`src/sss_pkg.sv`:
```
`timescale 1ns / 1ps

package sss_pkg;

   // One script byte and its end-of-script flag
   typedef struct packed {
      logic [7:0] in_byte;
      logic       end_of_script;
   } req_type;

   // One output byte with statement boundary information
   typedef struct packed {
      logic [7:0] out_byte;
      logic       byte_valid;
      logic       statement_end;
      logic       statement_kept;
   } rsp_type;

   typedef enum logic [3:0] {
      LX_NORMAL   = 4'd0,
      LX_SQUOTE   = 4'd1,
      LX_DQUOTE   = 4'd2,
      LX_BTICK    = 4'd3,
      LX_BRACKET  = 4'd4,
      LX_LINECMT  = 4'd5,
      LX_BLOCKCMT = 4'd6,
      LX_DASH     = 4'd7,
      LX_SLASH    = 4'd8,
      LX_STAR     = 4'd9,
      LX_SESC     = 4'd10,
      LX_DESC     = 4'd11
   } lex_state_type;

   localparam logic [7:0] CH_DASH      = 8'h2D;
   localparam logic [7:0] CH_HASH      = 8'h23;
   localparam logic [7:0] CH_SLASH     = 8'h2F;
   localparam logic [7:0] CH_STAR      = 8'h2A;
   localparam logic [7:0] CH_SQUOTE    = 8'h27;
   localparam logic [7:0] CH_DQUOTE    = 8'h22;
   localparam logic [7:0] CH_BTICK     = 8'h60;
   localparam logic [7:0] CH_LBRACKET  = 8'h5B;
   localparam logic [7:0] CH_RBRACKET  = 8'h5D;
   localparam logic [7:0] CH_SEMICOLON = 8'h3B;
   localparam logic [7:0] CH_BACKSLASH = 8'h5C;
   localparam logic [7:0] CH_NEWLINE   = 8'h0A;

endpackage

```
`src/sss_lexer.sv`:
```
`timescale 1ns / 1ps

module sss_lexer (
   input  logic             clock,
   input  logic             reset,
   input  logic             advance,
   input  sss_pkg::req_type item,
   output sss_pkg::rsp_type result
);
   import sss_pkg::*;

   lex_state_type state_ff, state_in;
   logic          seen_ff, seen_in;

   lex_state_type cur;
   lex_state_type nxt;
   logic          resolved;
   logic          sep;
   logic          blank;
   logic          seen_next;
   logic          stmt_end;
   logic [7:0]    c;

   assign c = item.in_byte;

   always_comb begin
      cur      = state_ff;
      nxt      = LX_NORMAL;
      resolved = 1'b0;
      sep      = 1'b0;

      // Complete a pending two-byte token first
      case (state_ff)
         LX_DASH: begin
            if (c == CH_DASH) begin
               nxt      = LX_LINECMT;
               resolved = 1'b1;
            end else begin
               cur = LX_NORMAL;
            end
         end
         LX_SLASH: begin
            if (c == CH_STAR) begin
               nxt      = LX_STAR;
               resolved = 1'b1;
            end else begin
               cur = LX_NORMAL;
            end
         end
         LX_STAR: begin
            if (c == CH_SLASH) begin
               nxt      = LX_NORMAL;
               resolved = 1'b1;
            end else begin
               cur = LX_BLOCKCMT;
            end
         end
         LX_SESC: begin
            nxt      = LX_SQUOTE;
            resolved = 1'b1;
         end
         LX_DESC: begin
            nxt      = LX_DQUOTE;
            resolved = 1'b1;
         end
         default: begin
         end
      endcase

      if (!resolved) begin
         case (cur)
            LX_SQUOTE: begin
               if (c == CH_BACKSLASH)   nxt = LX_SESC;
               else if (c == CH_SQUOTE) nxt = LX_NORMAL;
               else                     nxt = LX_SQUOTE;
            end
            LX_DQUOTE: begin
               if (c == CH_BACKSLASH)   nxt = LX_DESC;
               else if (c == CH_DQUOTE) nxt = LX_NORMAL;
               else                     nxt = LX_DQUOTE;
            end
            LX_BTICK:    nxt = (c == CH_BTICK) ? LX_NORMAL : LX_BTICK;
            LX_BRACKET:  nxt = (c == CH_RBRACKET) ? LX_NORMAL : LX_BRACKET;
            LX_LINECMT:  nxt = (c == CH_NEWLINE) ? LX_NORMAL : LX_LINECMT;
            LX_BLOCKCMT: nxt = (c == CH_STAR) ? LX_STAR : LX_BLOCKCMT;
            default: begin
               case (c)
                  CH_DASH:      nxt = LX_DASH;
                  CH_HASH:      nxt = LX_LINECMT;
                  CH_SLASH:     nxt = LX_SLASH;
                  CH_SQUOTE:    nxt = LX_SQUOTE;
                  CH_DQUOTE:    nxt = LX_DQUOTE;
                  CH_BTICK:     nxt = LX_BTICK;
                  CH_LBRACKET:  nxt = LX_BRACKET;
                  CH_SEMICOLON: begin
                     nxt = LX_NORMAL;
                     sep = 1'b1;
                  end
                  default:      nxt = LX_NORMAL;
               endcase
            end
         endcase
      end
   end

   always_comb begin
      blank     = c inside {8'h20, 8'h09, 8'h0A, 8'h0B, 8'h0C, 8'h0D};
      seen_next = seen_ff | (!sep && !blank);
      stmt_end  = sep | item.end_of_script;

      result.out_byte       = sep ? 8'h00 : c;
      result.byte_valid     = !sep;
      result.statement_end  = stmt_end;
      result.statement_kept = stmt_end & seen_next;

      // Drop back to the normal context at the end of a script
      state_in = item.end_of_script ? LX_NORMAL : nxt;
      seen_in  = stmt_end ? 1'b0 : seen_next;
   end

   always_ff @(posedge clock) begin
      if (reset) begin
         state_ff <= LX_NORMAL;
         seen_ff  <= 1'b0;
      end else if (advance) begin
         state_ff <= state_in;
         seen_ff  <= seen_in;
      end
   end

endmodule

```
`src/sql_statement_splitter.sv`:
```
`timescale 1ns / 1ps

// SQL statement splitter: takes one script byte per request and returns one
// result per request, in order, at a sustained rate of one byte per clock
// while the output side does not stall. Each request is registered, runs
// through the lexer step (the 4-bit lexer state and the non-blank flag are
// the only loop) and lands in an output register. A separating semicolon
// comes out with byte_valid low and statement_end high; statement_kept tells
// whether the statement that ends held any non-whitespace byte. Setting
// end_of_script on the last byte also ends the statement and returns the
// lexer to its normal context. req_stall follows rsp_stall within the same
// cycle when both registers are full.
module sql_statement_splitter (
   input  logic             clock,
   input  logic             reset,
   input  logic             req_valid,
   output logic             req_stall,
   input  sss_pkg::req_type req_data,
   output logic             rsp_valid,
   input  logic             rsp_stall,
   output sss_pkg::rsp_type rsp_data
);
   import sss_pkg::*;

   logic    in_valid_ff, in_valid_in;
   req_type in_data_ff;
   logic    out_valid_ff, out_valid_in;
   rsp_type out_data_ff;
   rsp_type step_result;
   logic    out_free;
   logic    advance;
   logic    req_take;

   assign out_free = !out_valid_ff || !rsp_stall;
   assign advance  = in_valid_ff && out_free;
   assign req_stall = in_valid_ff && !out_free;
   assign req_take  = req_valid && !req_stall;

   assign in_valid_in  = req_take || (in_valid_ff && !advance);
   assign out_valid_in = advance || (out_valid_ff && rsp_stall);

   sss_lexer u_lexer (
      .clock   (clock),
      .reset   (reset),
      .advance (advance),
      .item    (in_data_ff),
      .result  (step_result)
   );

   always_ff @(posedge clock) begin
      if (reset) begin
         in_valid_ff  <= 1'b0;
         out_valid_ff <= 1'b0;
      end else begin
         in_valid_ff  <= in_valid_in;
         out_valid_ff <= out_valid_in;
      end
   end

   always_ff @(posedge clock) begin
      if (req_take) begin
         in_data_ff <= req_data;
      end
      if (advance) begin
         out_data_ff <= step_result;
      end
   end

   assign rsp_valid = out_valid_ff;
   assign rsp_data  = out_data_ff;

endmodule

```
`config.mk`:
```
export PLATFORM = sky130hd
export DESIGN_NAME = sql_statement_splitter
export DESIGN_NICKNAME = d
export VERILOG_FILES = /design/src/sss_pkg.sv /design/src/sss_lexer.sv /design/src/sql_statement_splitter.sv
export SDC_FILE = /design/constraint.sdc
export NUM_CORES = 1
export LEC_CHECK = 0
export BUFFER_PORTS_ARGS = -buffer_cell sky130_fd_sc_hd__buf_4
export CORE_MARGIN = 10
export CORE_UTILIZATION = 35
export DETAILED_ROUTE_END_ITERATION = 6
export HOLD_SLACK_MARGIN = 0.1
export PLACE_DENSITY = 0.57
export SLEW_MARGIN = 10
export SYNTH_ARGS = -nofsm -noshare
export SYNTH_HDL_FRONTEND = slang
export SYNTH_HIERARCHICAL = 1
export SYNTH_SLANG_ARGS = --single-unit
```
`constraint.sdc`:
```
create_clock -name clock -period 3.95 [get_ports clock]
set_input_delay 0.5925 -clock clock [delete_from_list [all_inputs] [get_ports clock]]
set_output_delay 0.5925 -clock clock [all_outputs]
set_load 0.01 [all_outputs]
```
==> results of run 1 <==
## cell type report
| cell class | instances | area, µm² |
|---|---|---|
| clock buffer | 4 | 45.04 |
| timing repair buffer | 26 | 195.2 |
| fill | 460 | 2789 |
| tap | 67 | 83.83 |
| sequential | 27 | 740.7 |
| multi-input combinational | 130 | 913.4 |
| inverter | 5 | 18.77 |
## Yosys cell counts, types with 2 or more instances
cell type | instances | area, µm²
nand3_1 | 5 | 25.02
a22oi_1 | 2 | 15.01
mux2i_1 | 2 | 20.02
inv_1 | 5 | 18.77
edfxtp_1 | 20 | 600.6
a31oi_1 | 4 | 25.02
o211ai_1 | 3 | 22.52
o31ai_1 | 2 | 15.01
o21ai_2 | 2 | 17.52
nor4_1 | 2 | 12.51
nor2b_1 | 11 | 68.82
nor4b_4 | 2 | 47.55
a2bb2oi_1 | 2 | 17.52
a21oi_2 | 2 | 17.52
nand2b_1 | 5 | 31.28
nand4_1 | 5 | 31.28
and2b_1 | 5 | 37.54
nor2_1 | 16 | 60.06
nand2_1 | 11 | 41.29
a21oi_1 | 7 | 35.03
buf_2 | 3 | 15.01
or3_1 | 2 | 12.51
o21ai_0 | 5 | 25.02
buf_4 | 2 | 15.01
dfxtp_1 | 7 | 140.1
a211oi_1 | 2 | 15.01
nor3_1 | 4 | 20.02
clkbuf_1 | 9 | 33.78
## metal layers
| metal | global-route usage | up-vias | share of wire | wire (µm) |
|---|---|---|---|---|
| met5 | 0 | - | 0 | 0 |
| met4 | 0.03979 | 0 | 0.016 | 68 |
| met3 | 0.03159 | 8 | 0.074 | 313 |
| met2 | 0.1514 | 81 | 0.44 | 1880 |
| met1 | 0.1359 | 699 | 0.47 | 1968 |
| li1 | - | 691 | - | - |
## worst paths after layout
path	from	end	slack (ns)
min reg2reg	in_valid_ff	in_valid_ff	0.52
min	req_data[4]	in_data_ff[4]	0.49
max	in_data_ff[4]	rsp_data[0]	1.46
max reg2reg	in_data_ff[4]	rsp_data[0]	1.46
## per-stage QoR
step / setup slack (ns) / cell area (µm²) / std cells / hold WS [ns]
final: 1.459 / 1997 / 259 / 0.4913
after global routing: 1.299 / 1997 / 259 / 0.4713
after CTS: 1.447 / 1997 / 259 / 0.4776
after detailed placement: 1.476 / 1952 / 255 / 0.5097
after global placement: 1.522 / 1952 / 255 / 0.4874
after floorplan: 1.098 / 1742 / 177 / 0.4732
## where the power goes
| group | internal, mW | leakage, nW | switching (mW) |
|---|---|---|---|
| Clock | 0.0723 | 0.0228 | 0.0833 |
| Combinational | 0.0291 | 0.397 | 0.0284 |
| Sequential | 0.319 | 0.245 | 0.0172 |
## cell families after synthesis
family	count (synthesis)	synth area share
mux	2	0.01149
buf+inv	20	0.05028
simple gates	80	0.2924
flops	27	0.4253
compound gates	47	0.2155
xor+xnor	1	0.005030
## layout by cell type (no fill, tap or decap), types with 2 or more instances in the layout
cell type and n:
mux2i_1 2, nand3_1 5, o31ai_1 2, a2bb2oi_1 2, o21ai_0 5, and2b_1 5
o211ai_1 3, nor4_1 2, edfxtp_1 20, inv_1 5, a211oi_1 2, a22oi_1 2
nor2_1 16, nor4b_4 2, clkbuf_8 3, dfxtp_1 7, nand2_1 11, or3_1 2
o21ai_2 2, a21oi_1 7, a31oi_1 4, nor3_1 4, nand4_1 5, nor2b_1 11
buf_4 26, nand2b_1 5, a21oi_2 2
## sequential cells by signal, summed over array words and instances (netlist names)
| signal | cells |
|---|---|
| in_data_ff | 9 |
| in_valid_ff | 1 |
| rsp_data | 11 |
| rsp_valid | 1 |
| u_lexer/seen_ff | 1 |
| u_lexer/state_ff | 4 |
## worst max-delay path: cells and delay by family (launching register included)
family           cells  cell delay, ns
AND/OR/NAND/NOR      3            0.98
AO/OA/AOI/OAI        3            0.64
flip-flops           1            0.63
==> run summary, run 1 <==
==========================================================================================
Number of failing hold endpoints at the final stage                                      0
Ports placed on the boundary                                                            26
Number of search-and-repair iterations in the first detailed-routing pass                6
Length in cells of the worst reg-to-reg path                                             6
Overall die height                                                                90.54 µm
Aggregate global routing overflow                                                        0
Sequential element share of the synthesized area                                    0.4253
Total of endpoints with negative setup slack in the final report                         0
Initial standard-cell utilization of the core                                       0.3639
Clock buffers created by TritonCTS                                                       3
# nets final                                                                           206
Post-synthesis instance area                                                      1742 µm²
Headroom to the max-slew limit                                                      0.5144
Element type at the critical path end                                                 flop
Post-DR wirelength/cell                                                           16.33 µm
Number of buffers inserted by port buffering                                            25
Final total power                                                                 548.8 µW
Via count of the first global-routing pass                                            1362
Root buffer cell                                                                  clkbuf_8
Average cell area after synthesis                                                9.840 µm²
Top_reg_cell synth                                                                edfxtp_1
Floorplan die width                                                               90.54 µm
Count of max-cap constraint violations                                                   0
Synthesis-to-finish area growth                                                     14.66%
Status                                                                        finished, final reports clean
Remaining antenna violation count                                                        0
Antenna Diode Count                                                                      0
Later-pin clock latency in the skew report                                         0.27 ns
Die area                                                                          8197 µm²
RSZ-0062 raised after global routing                                                 false
Yosys reg bits                                                                          27
Worst path cell trace                                                         or4b_4, a211oi_4, a21oi_2, nor4_4, nor2b_1, o21a_1
Clock edge transition at the registers on the reported setup and hold paths        0.09 ns
Slew Viols, Final                                                                        0
Worst-case vdd ir drop                                                           0.1571 mV
Wire length of the first global-routing pass                                       7065 µm
Total Routed Length                                                                4230 µm
Post-synth EDFFs                                                                        20
Slew at the pin with the worst max-slew slack                                    0.7257 ns
Fraction of final layout cells with drive strength greater than 1                   0.2396
Count of clock tree sinks                                                               27
DPL Wire Length                                                                    3147 µm
Violation count after the first detailed-routing iteration                             260
DRC errors left                                                                          0
Kind of critical path                                                           reg -> reg
Critical path's largest stage delay                                                0.63 ns
Hold Path Stages                                                                         1
Count of yosys warnings during synthesis                                                 6
Net count after synthesis                                                              190
Cell at the slowest stage of the critical path                                    edfxtp_1
Fmax                                                                            0.4015 GHz
Crit path max fanout                                                                    15
Quantity of hold-fixing buffers added after cts                                          0
Post-CTS sizing                                                                          0
Largest net degree at the start of global routing                                       20
Final core utilization                                                              0.4173
Vias                                                                                  1479
Largest clock skew in the final design                                         0.002338 ns
Overall fraction of global-route tracks in use                                      0.1028
TritonCTS clock tree                                                                 built
CP Data Arrival Time                                                               2.53 ns
Area of the core region                                                           4786 µm²
Number of rows created at floorplan                                                     25
Maximum clock insertion buffer count                                                     2
Buffer count from post-CTS setup fixing                                                  0
Fraction of registers with async set or reset after synthesis                            0
Category of the worst setup path launch point                                         flop
Post-synth cell types                                                                   58
Shortest clock period the worst path allows after layout                          2.491 ns
PwrDens                                                                       274.8 nW/µm²
Final estimated routing congestion in global placement                              0.9212
LEAKAGE                                                                          0.6642 nW
Number of cells produced by synthesis                                                  177
Accumulated negative setup slack                                                      0 ns
Antenna violations before repair                                                         0
Worst min path class                                                             in -> reg
Number of vias per cell                                                              5.710
Data required time at the worst endpoint                                           3.99 ns
Level count of the clock H-tree                                                          1
Crit share post-route                                                               0.6306
==========================================================================================
Note: power is estimated with default switching activity, not from simulation.
==> inputs of run 2 (changes only) <==
PLACE_DENSITY = 0.59   (was 0.57)
clock period = 2.1 ns   (was 3.95 ns; I/O delays follow)
==> run summary, run 2 (synthesized netlist as in run 1, its figures left out) <==
==========================================================================================
Status                                                                        complete, but fails checks   was finished, final reports clean
Violations in the final reports                                               setup timing
RSZ-0062 raised after global routing                                                  true   was false
Number of buffers inserted by port buffering                                            25   unchanged
Level count of the clock H-tree                                                          1   unchanged
Post-DR wirelength/cell                                                           15.72 µm   was 16.33 µm
Via count of the first global-routing pass                                            1715   was 1362
Placed cell areas                                                                 2261 µm²   was 1952 µm²
Final estimated routing congestion in global placement                              0.9251   was 0.9212
Floorplan die width                                                               90.54 µm   unchanged
Number of failing hold endpoints at the final stage                                      0   unchanged
Largest clock skew in the final design                                         0.006637 ns   was 0.002338 ns
Die area                                                                          8197 µm²   unchanged
Share of total power in combinational logic                                          0.160   was 0.105
Antenna Diode Count                                                                      0   unchanged
Largest net degree at the start of global routing                                       19   was 20
Number of search-and-repair iterations in the first detailed-routing pass                4   was 6
Shortest clock period the worst path allows after layout                          2.268 ns   was 2.491 ns
DPL Wire Length                                                                    3514 µm   was 3147 µm
Slew Viols, Final                                                                        0   unchanged
Number of rows created at floorplan                                                     25   unchanged
Worst-case vdd ir drop                                                           0.4318 mV   was 0.1571 mV
Flop-to-flop setup slack                                                          -0.17 ns   was 1.46 ns
TritonCTS clock tree                                                                 built   unchanged
Total of endpoints with negative setup slack in the final report                        13   was 0
Fmax                                                                            0.4410 GHz   was 0.4015 GHz
Switch Pwr                                                                        267.4 µW   was 128.8 µW
Commonest cells after routing, fill and taps aside                            buf_4, edfxtp_1, nor2_1, nor2b_1, nand2_1   was buf_4, edfxtp_1, nor2_1, nand2_1, nor2b_1
Reg2Reg Launch Point                                                          in_data_ff[5]   was in_data_ff[4]
Destination of the worst register-to-register timing path                      rsp_data[6]   was rsp_data[0]
Synthesis-to-finish area growth                                                     46.12%   was 14.66%
Accumulated negative setup slack                                                 -1.729 ns   was 0 ns
Post-route cell area                                                              2545 µm²   was 1997 µm²
# nets final                                                                           259   was 206
Quantity of hold-fixing buffers added after cts                                          0   unchanged
Later-pin clock latency in the skew report                                         0.28 ns   was 0.27 ns
Number of vias per cell                                                              5.423   was 5.710
Category of the worst setup path launch point                                         flop   unchanged
Power share of the clock group                                                       0.277   was 0.283
PwrDens                                                                       427.7 nW/µm²   was 274.8 nW/µm²
Wire length of the first global-routing pass                                       8135 µm   was 7065 µm
Area of the core region                                                           4786 µm²   unchanged
Count of max-cap constraint violations                                                   0   unchanged
Ports placed on the boundary                                                            26   unchanged
Overall fraction of global-route tracks in use                                      0.1180   was 0.1028
Violation count after the first detailed-routing iteration                             310   was 260
Slew at the pin with the worst max-slew slack                                    0.5306 ns   was 0.7257 ns
Int Power                                                                         821.0 µW   was 420.0 µW
Data required time at the worst endpoint                                           2.15 ns   was 3.99 ns
Element type at the critical path end                                                 flop   unchanged
Critical Path Sink                                                             rsp_data[6]   was rsp_data[0]
Vias                                                                                  1692   was 1479
Final Instance Count excl. Fillers                                                     312   was 259
Clock edge transition at the registers on the reported setup and hold paths        0.10 ns   was 0.09 ns
LEAKAGE                                                                          0.9579 nW   was 0.6642 nW
Crit path max fanout                                                                     7   was 15
Remaining antenna violation count                                                        0   unchanged
Total Routed Length                                                                4905 µm   was 4230 µm
Crit share post-route                                                                1.080   was 0.6306
Maximum clock insertion buffer count                                                     2   unchanged
Clock buffers created by TritonCTS                                                       3   unchanged
Root buffer cell                                                                  clkbuf_8   unchanged
Most frequent standard cell in the layout excluding fill and tap cells               buf_4   unchanged
Initial standard-cell utilization of the core                                       0.3639   unchanged
DRC errors left                                                                          0   unchanged
Start point of the worst hold path                                             req_data[6]   was req_data[4]
Worst setup path startpoint                                                   in_data_ff[5]   was in_data_ff[4]
Worst min path class                                                             in -> reg   unchanged
Seq pwr share                                                                        0.563   was 0.612
Worst setup timing slack at the placement stage                                 -0.1925 ns   was 1.476 ns
Fraction of final layout cells with drive strength greater than 1                   0.4653   was 0.2396
Max reg flops                                                                           11   unchanged
Aggregate global routing overflow                                                        0   unchanged
Total placed cells including tap cells                                                 294   was 255
Setup slack after layout                                                        -0.1677 ns   was 1.459 ns
Kind of critical path                                                           reg -> reg   unchanged
Length in cells of the worst reg-to-reg path                                             6   unchanged
Overall die height                                                                90.54 µm   unchanged
Sw Share                                                                            0.2457   was 0.2347
Final total power                                                                 1.088 mW   was 548.8 µW
Smallest hold slack                                                              0.2089 ns   was 0.4913 ns
CP Data Arrival Time                                                               2.31 ns   was 2.53 ns
Final core utilization                                                              0.5318   was 0.4173
Antenna violations before repair                                                         0   unchanged
Headroom to the max-slew limit                                                      0.6432   was 0.5144
Count of clock tree sinks                                                               27   unchanged
==========================================================================================
-- run 2: changes by cell type in the layout (fill, tap and decap cells not counted), moves of 2 or more --
cell and delta:
a211oi_2 +2, nand2_1 -2, o21ai_2 -2, buf_6 +7, a211oi_1 -2, buf_4 +45
o21ai_4 +2
-- run 2: critical path, cell delays in order (launching register included) --
cell and delay (ns):
edfxtp_1 0.44, or4b_4 0.59, a211oi_4 0.28, a21oi_2 0.13, nor4_4 0.24, buf_4 0.19
and2b_1 0.18
-- run 2: worst min-delay path by stage --
stage                          endpoint  slack, ns  depth (start not counted)
final                     in_data_ff[6]       0.21                          1
after global routing      in_data_ff[0]       0.20                          1
after CTS                 in_data_ff[6]       0.20                          1
after detailed placement  in_data_ff[6]       0.49                          1
after global placement        rsp_valid       0.49                          2
after floorplan             in_valid_ff       0.38                          1
-- run 2: final cells by class --
cell class	instances	area, µm²
flip-flops and latches	27	740.7
multi-input cells	130	1023
well taps	67	83.83
clock inverters	1	5.005
fillers	432	2241
inverters	5	18.77
clock buffers	3	41.29
repair buffers	79	631.9
-- run 2: routing by layer --
metal / up-vias / wire, µm / GRT usage
met4: 0 / 223 / 0.06499
met5: - / 0 / 0
met3: 24 / 299 / 0.02993
li1: 803 / - / -
met1: 798 / 2064 / 0.1425
met2: 67 / 2317 / 0.1863
-- run 2: what timing repair did --
action | CTS | global route
buffers inserted | 7 | 9
endpoints found under the setup margin | 13 | 13
resized for setup | 9 | 19
pin swaps | 9 | 16
-- run 2: power groups by stage --
| stage | sequential (mW) | clock (mW) | combinational [mW] |
|---|---|---|---|
| 2_1_floorplan | 0.630 | 0 | 0.0735 |
| 3_3_place_gp | 0.624 | 0 | 0.157 |
| 3_5_place_dp | 0.625 | 0 | 0.157 |
| 4_1_cts | 0.613 | 0.315 | 0.166 |
| 5_1_grt | 0.616 | 0.327 | 0.190 |
| 6_report | 0.613 | 0.301 | 0.174 |
==> inputs of run 3 (changes only) <==
TNS_END_PERCENT = 20   (was not set)
==> run summary, run 3 (synthesized netlist as in run 1, its figures left out) <==
==========================================================================================
Cell at the slowest stage of the critical path                                      or4b_4   unchanged
Fraction of final layout cells with drive strength greater than 1                   0.3853   was 0.4653
Aggregate global routing overflow                                                        0   unchanged
DRC errors left                                                                          0   unchanged
DPL Wire Length                                                                    3463 µm   was 3514 µm
Start point of the worst hold path                                             req_data[3]   was req_data[6]
Initial standard-cell utilization of the core                                       0.3639   unchanged
Slew at the pin with the worst max-slew slack                                    0.5517 ns   was 0.5306 ns
Floorplan die width                                                               90.54 µm   unchanged
Ports placed on the boundary                                                            26   unchanged
Worst-case vdd ir drop                                                           0.3191 mV   was 0.4318 mV
Fmax                                                                            0.4457 GHz   was 0.4410 GHz
Smallest hold slack                                                              0.2146 ns   was 0.2089 ns
Crit share post-route                                                                1.068   was 1.080
Later-pin clock latency in the skew report                                         0.27 ns   was 0.28 ns
Antenna violations before repair                                                         0   unchanged
Via count of the first global-routing pass                                            1611   was 1715
Count of max-cap constraint violations                                                   0   unchanged
Largest net degree at the start of global routing                                       19   unchanged
Worst path cell trace                                                         or4b_4, a211oi_4, a21oi_2, nor4_4, buf_4, nor2b_1, o21a_1   was or4b_4, a211oi_4, a21oi_2, nor4_4, buf_4, and2b_1
Post-route cell area                                                              2323 µm²   was 2545 µm²
Level count of the clock H-tree                                                          1   unchanged
Fillers                                                                                451   was 432
Clock buffers created by TritonCTS                                                       3   unchanged
CP Data Arrival Time                                                               2.28 ns   was 2.31 ns
Wire length of the first global-routing pass                                       7603 µm   was 8135 µm
Bufs and invs on worst path                                                              1   unchanged
Setup slack after layout                                                        -0.1436 ns   was -0.1677 ns
Post-DR wirelength/cell                                                           15.03 µm   was 15.72 µm
Slew Viols, Final                                                                        0   unchanged
Hold Path Stages                                                                         1   unchanged
Final total power                                                                 1.059 mW   was 1.088 mW
Critical path's largest stage delay                                                0.57 ns   was 0.59 ns
Destination of the worst register-to-register timing path                      rsp_data[0]   was rsp_data[6]
Largest clock skew in the final design                                         0.001849 ns   was 0.006637 ns
Category of the worst setup path launch point                                         flop   unchanged
Number of failing hold endpoints at the final stage                                      0   unchanged
Flop-to-flop setup slack                                                          -0.14 ns   was -0.17 ns
Total Routed Length                                                                4479 µm   was 4905 µm
Number of search-and-repair iterations in the first detailed-routing pass                4   unchanged
Worst min path class                                                             in -> reg   unchanged
Overall die height                                                                90.54 µm   unchanged
Reg2Reg Launch Point                                                          in_data_ff[5]   unchanged
PwrDens                                                                       455.8 nW/µm²   was 427.7 nW/µm²
RSZ-0062 raised after global routing                                                  true   unchanged
Status                                                                        complete, but fails checks   unchanged
Root buffer cell                                                                  clkbuf_8   unchanged
Vias                                                                                  1606   was 1692
# nets final                                                                           245   was 259
Max reg flops                                                                           11   unchanged
Final estimated routing congestion in global placement                               1.011   was 0.9251
Violations in the final reports                                               setup timing   unchanged
Violation count after the first detailed-routing iteration                             194   was 310
Number of vias per cell                                                              5.389   was 5.423
Number of buffers inserted by port buffering                                            25   unchanged
Overall fraction of global-route tracks in use                                      0.1109   was 0.1180
Element type at the critical path end                                                 flop   unchanged
Kind of critical path                                                           reg -> reg   unchanged
Data required time at the worst endpoint                                           2.14 ns   was 2.15 ns
Quantity of hold-fixing buffers added after cts                                          0   unchanged
Top Family by Delay on Critical Path                                          simple AND/OR/NAND/NOR gates   unchanged
Area of the core region                                                           4786 µm²   unchanged
Synthesis-to-finish area growth                                                     33.41%   was 46.12%
Length in cells of the worst reg-to-reg path                                             7   was 6
Crit path max fanout                                                                     7   unchanged
Remaining antenna violation count                                                        0   unchanged
Commonest cells after routing, fill and taps aside                            buf_4, edfxtp_1, nor2_1, nand2_1, nor2b_1   was buf_4, edfxtp_1, nor2_1, nor2b_1, nand2_1
Die area                                                                          8197 µm²   unchanged
Worst setup timing slack at the placement stage                                 -0.1381 ns   was -0.1925 ns
Headroom to the max-slew limit                                                      0.6290   was 0.6432
LEAKAGE                                                                          0.8653 nW   was 0.9579 nW
Total of endpoints with negative setup slack in the final report                        13   unchanged
Most frequent standard cell in the layout excluding fill and tap cells               buf_4   unchanged
Maximum clock insertion buffer count                                                     2   unchanged
Hold path endpoint                                                            in_data_ff[3]   was in_data_ff[6]
Placed cell areas                                                                 2218 µm²   was 2261 µm²
Antenna Diode Count                                                                      0   unchanged
Shortest clock period the worst path allows after layout                          2.244 ns   was 2.268 ns
Count of clock tree sinks                                                               27   unchanged
Clock edge transition at the registers on the reported setup and hold paths        0.09 ns   was 0.10 ns
Number of rows created at floorplan                                                     25   unchanged
TritonCTS clock tree                                                                 built   unchanged
==========================================================================================
==> run 3: changes by cell type in the layout (fill, tap and decap cells not counted), sizes merged <==
cell	previous run	this run
buf	79	65
clkbuf	3	4
clkinv	1	0
==> run 3: area by class of cell <==
class / count / area [µm²] / area share
multi-input cells: 130 / 943.4 / 0.4060
flip-flops and latches: 27 / 740.7 / 0.3188
repair buffers: 65 / 491.7 / 0.2116
well taps: 67 / 83.83 / 0.03608
clock buffers: 4 / 45.04 / 0.01939
inverters: 5 / 18.77 / 0.008078
==> run 3: how the worst max path moves through the flow <==
stage                       start     endpoint  slack, ns  cells after the start
finish              in_data_ff[5]  rsp_data[0]      -0.14                      7
CTS                 in_data_ff[5]  rsp_data[0]      -0.13                      9
global route        in_data_ff[5]  rsp_data[0]      -0.28                      9
detailed placement  in_data_ff[5]  rsp_data[0]      -0.14                      6
global placement    in_data_ff[5]  rsp_data[0]      -0.11                      6
floorplan           in_data_ff[5]  rsp_data[0]      -0.11                      6
==> run 3: metal layers <==
layer / vias to the layer above / global-route usage / part of all wire
li1: 773 / - / -
met1: 736 / 0.1254 / 0.40
met2: 78 / 0.1851 / 0.48
met3: 19 / 0.03408 / 0.083
met4: 0 / 0.05305 / 0.040
met5: - / 0 / 0
==> run 3: repair_timing <==
action / CTS / global route
pin swaps: 4 / 4
endpoints found under the hold margin: 0 / 0
gates resized for setup: 2 / 3
setup buffers: 3 / 1
gates cloned: 0 / 0
setup endpoints to repair: 12 / 13
==> run 3: through the flow <==
stage	utilization	cells	setup TNS, ns
floorplan	-	177	-0.6237
global placement	0.4635	290	-0.8596
detailed placement	0.4635	290	-0.9413
CTS	0.4800	297	-0.8684
global route	0.4855	298	-2.567
finish	0.4855	298	-1.046
==> run 3: report_power, final <==
group          total, mW  switching (mW)  internal (mW)
sequential         0.611          0.0127          0.599
combinational      0.157          0.0789         0.0784
clock              0.290           0.155          0.136
total               1.06           0.246          0.813
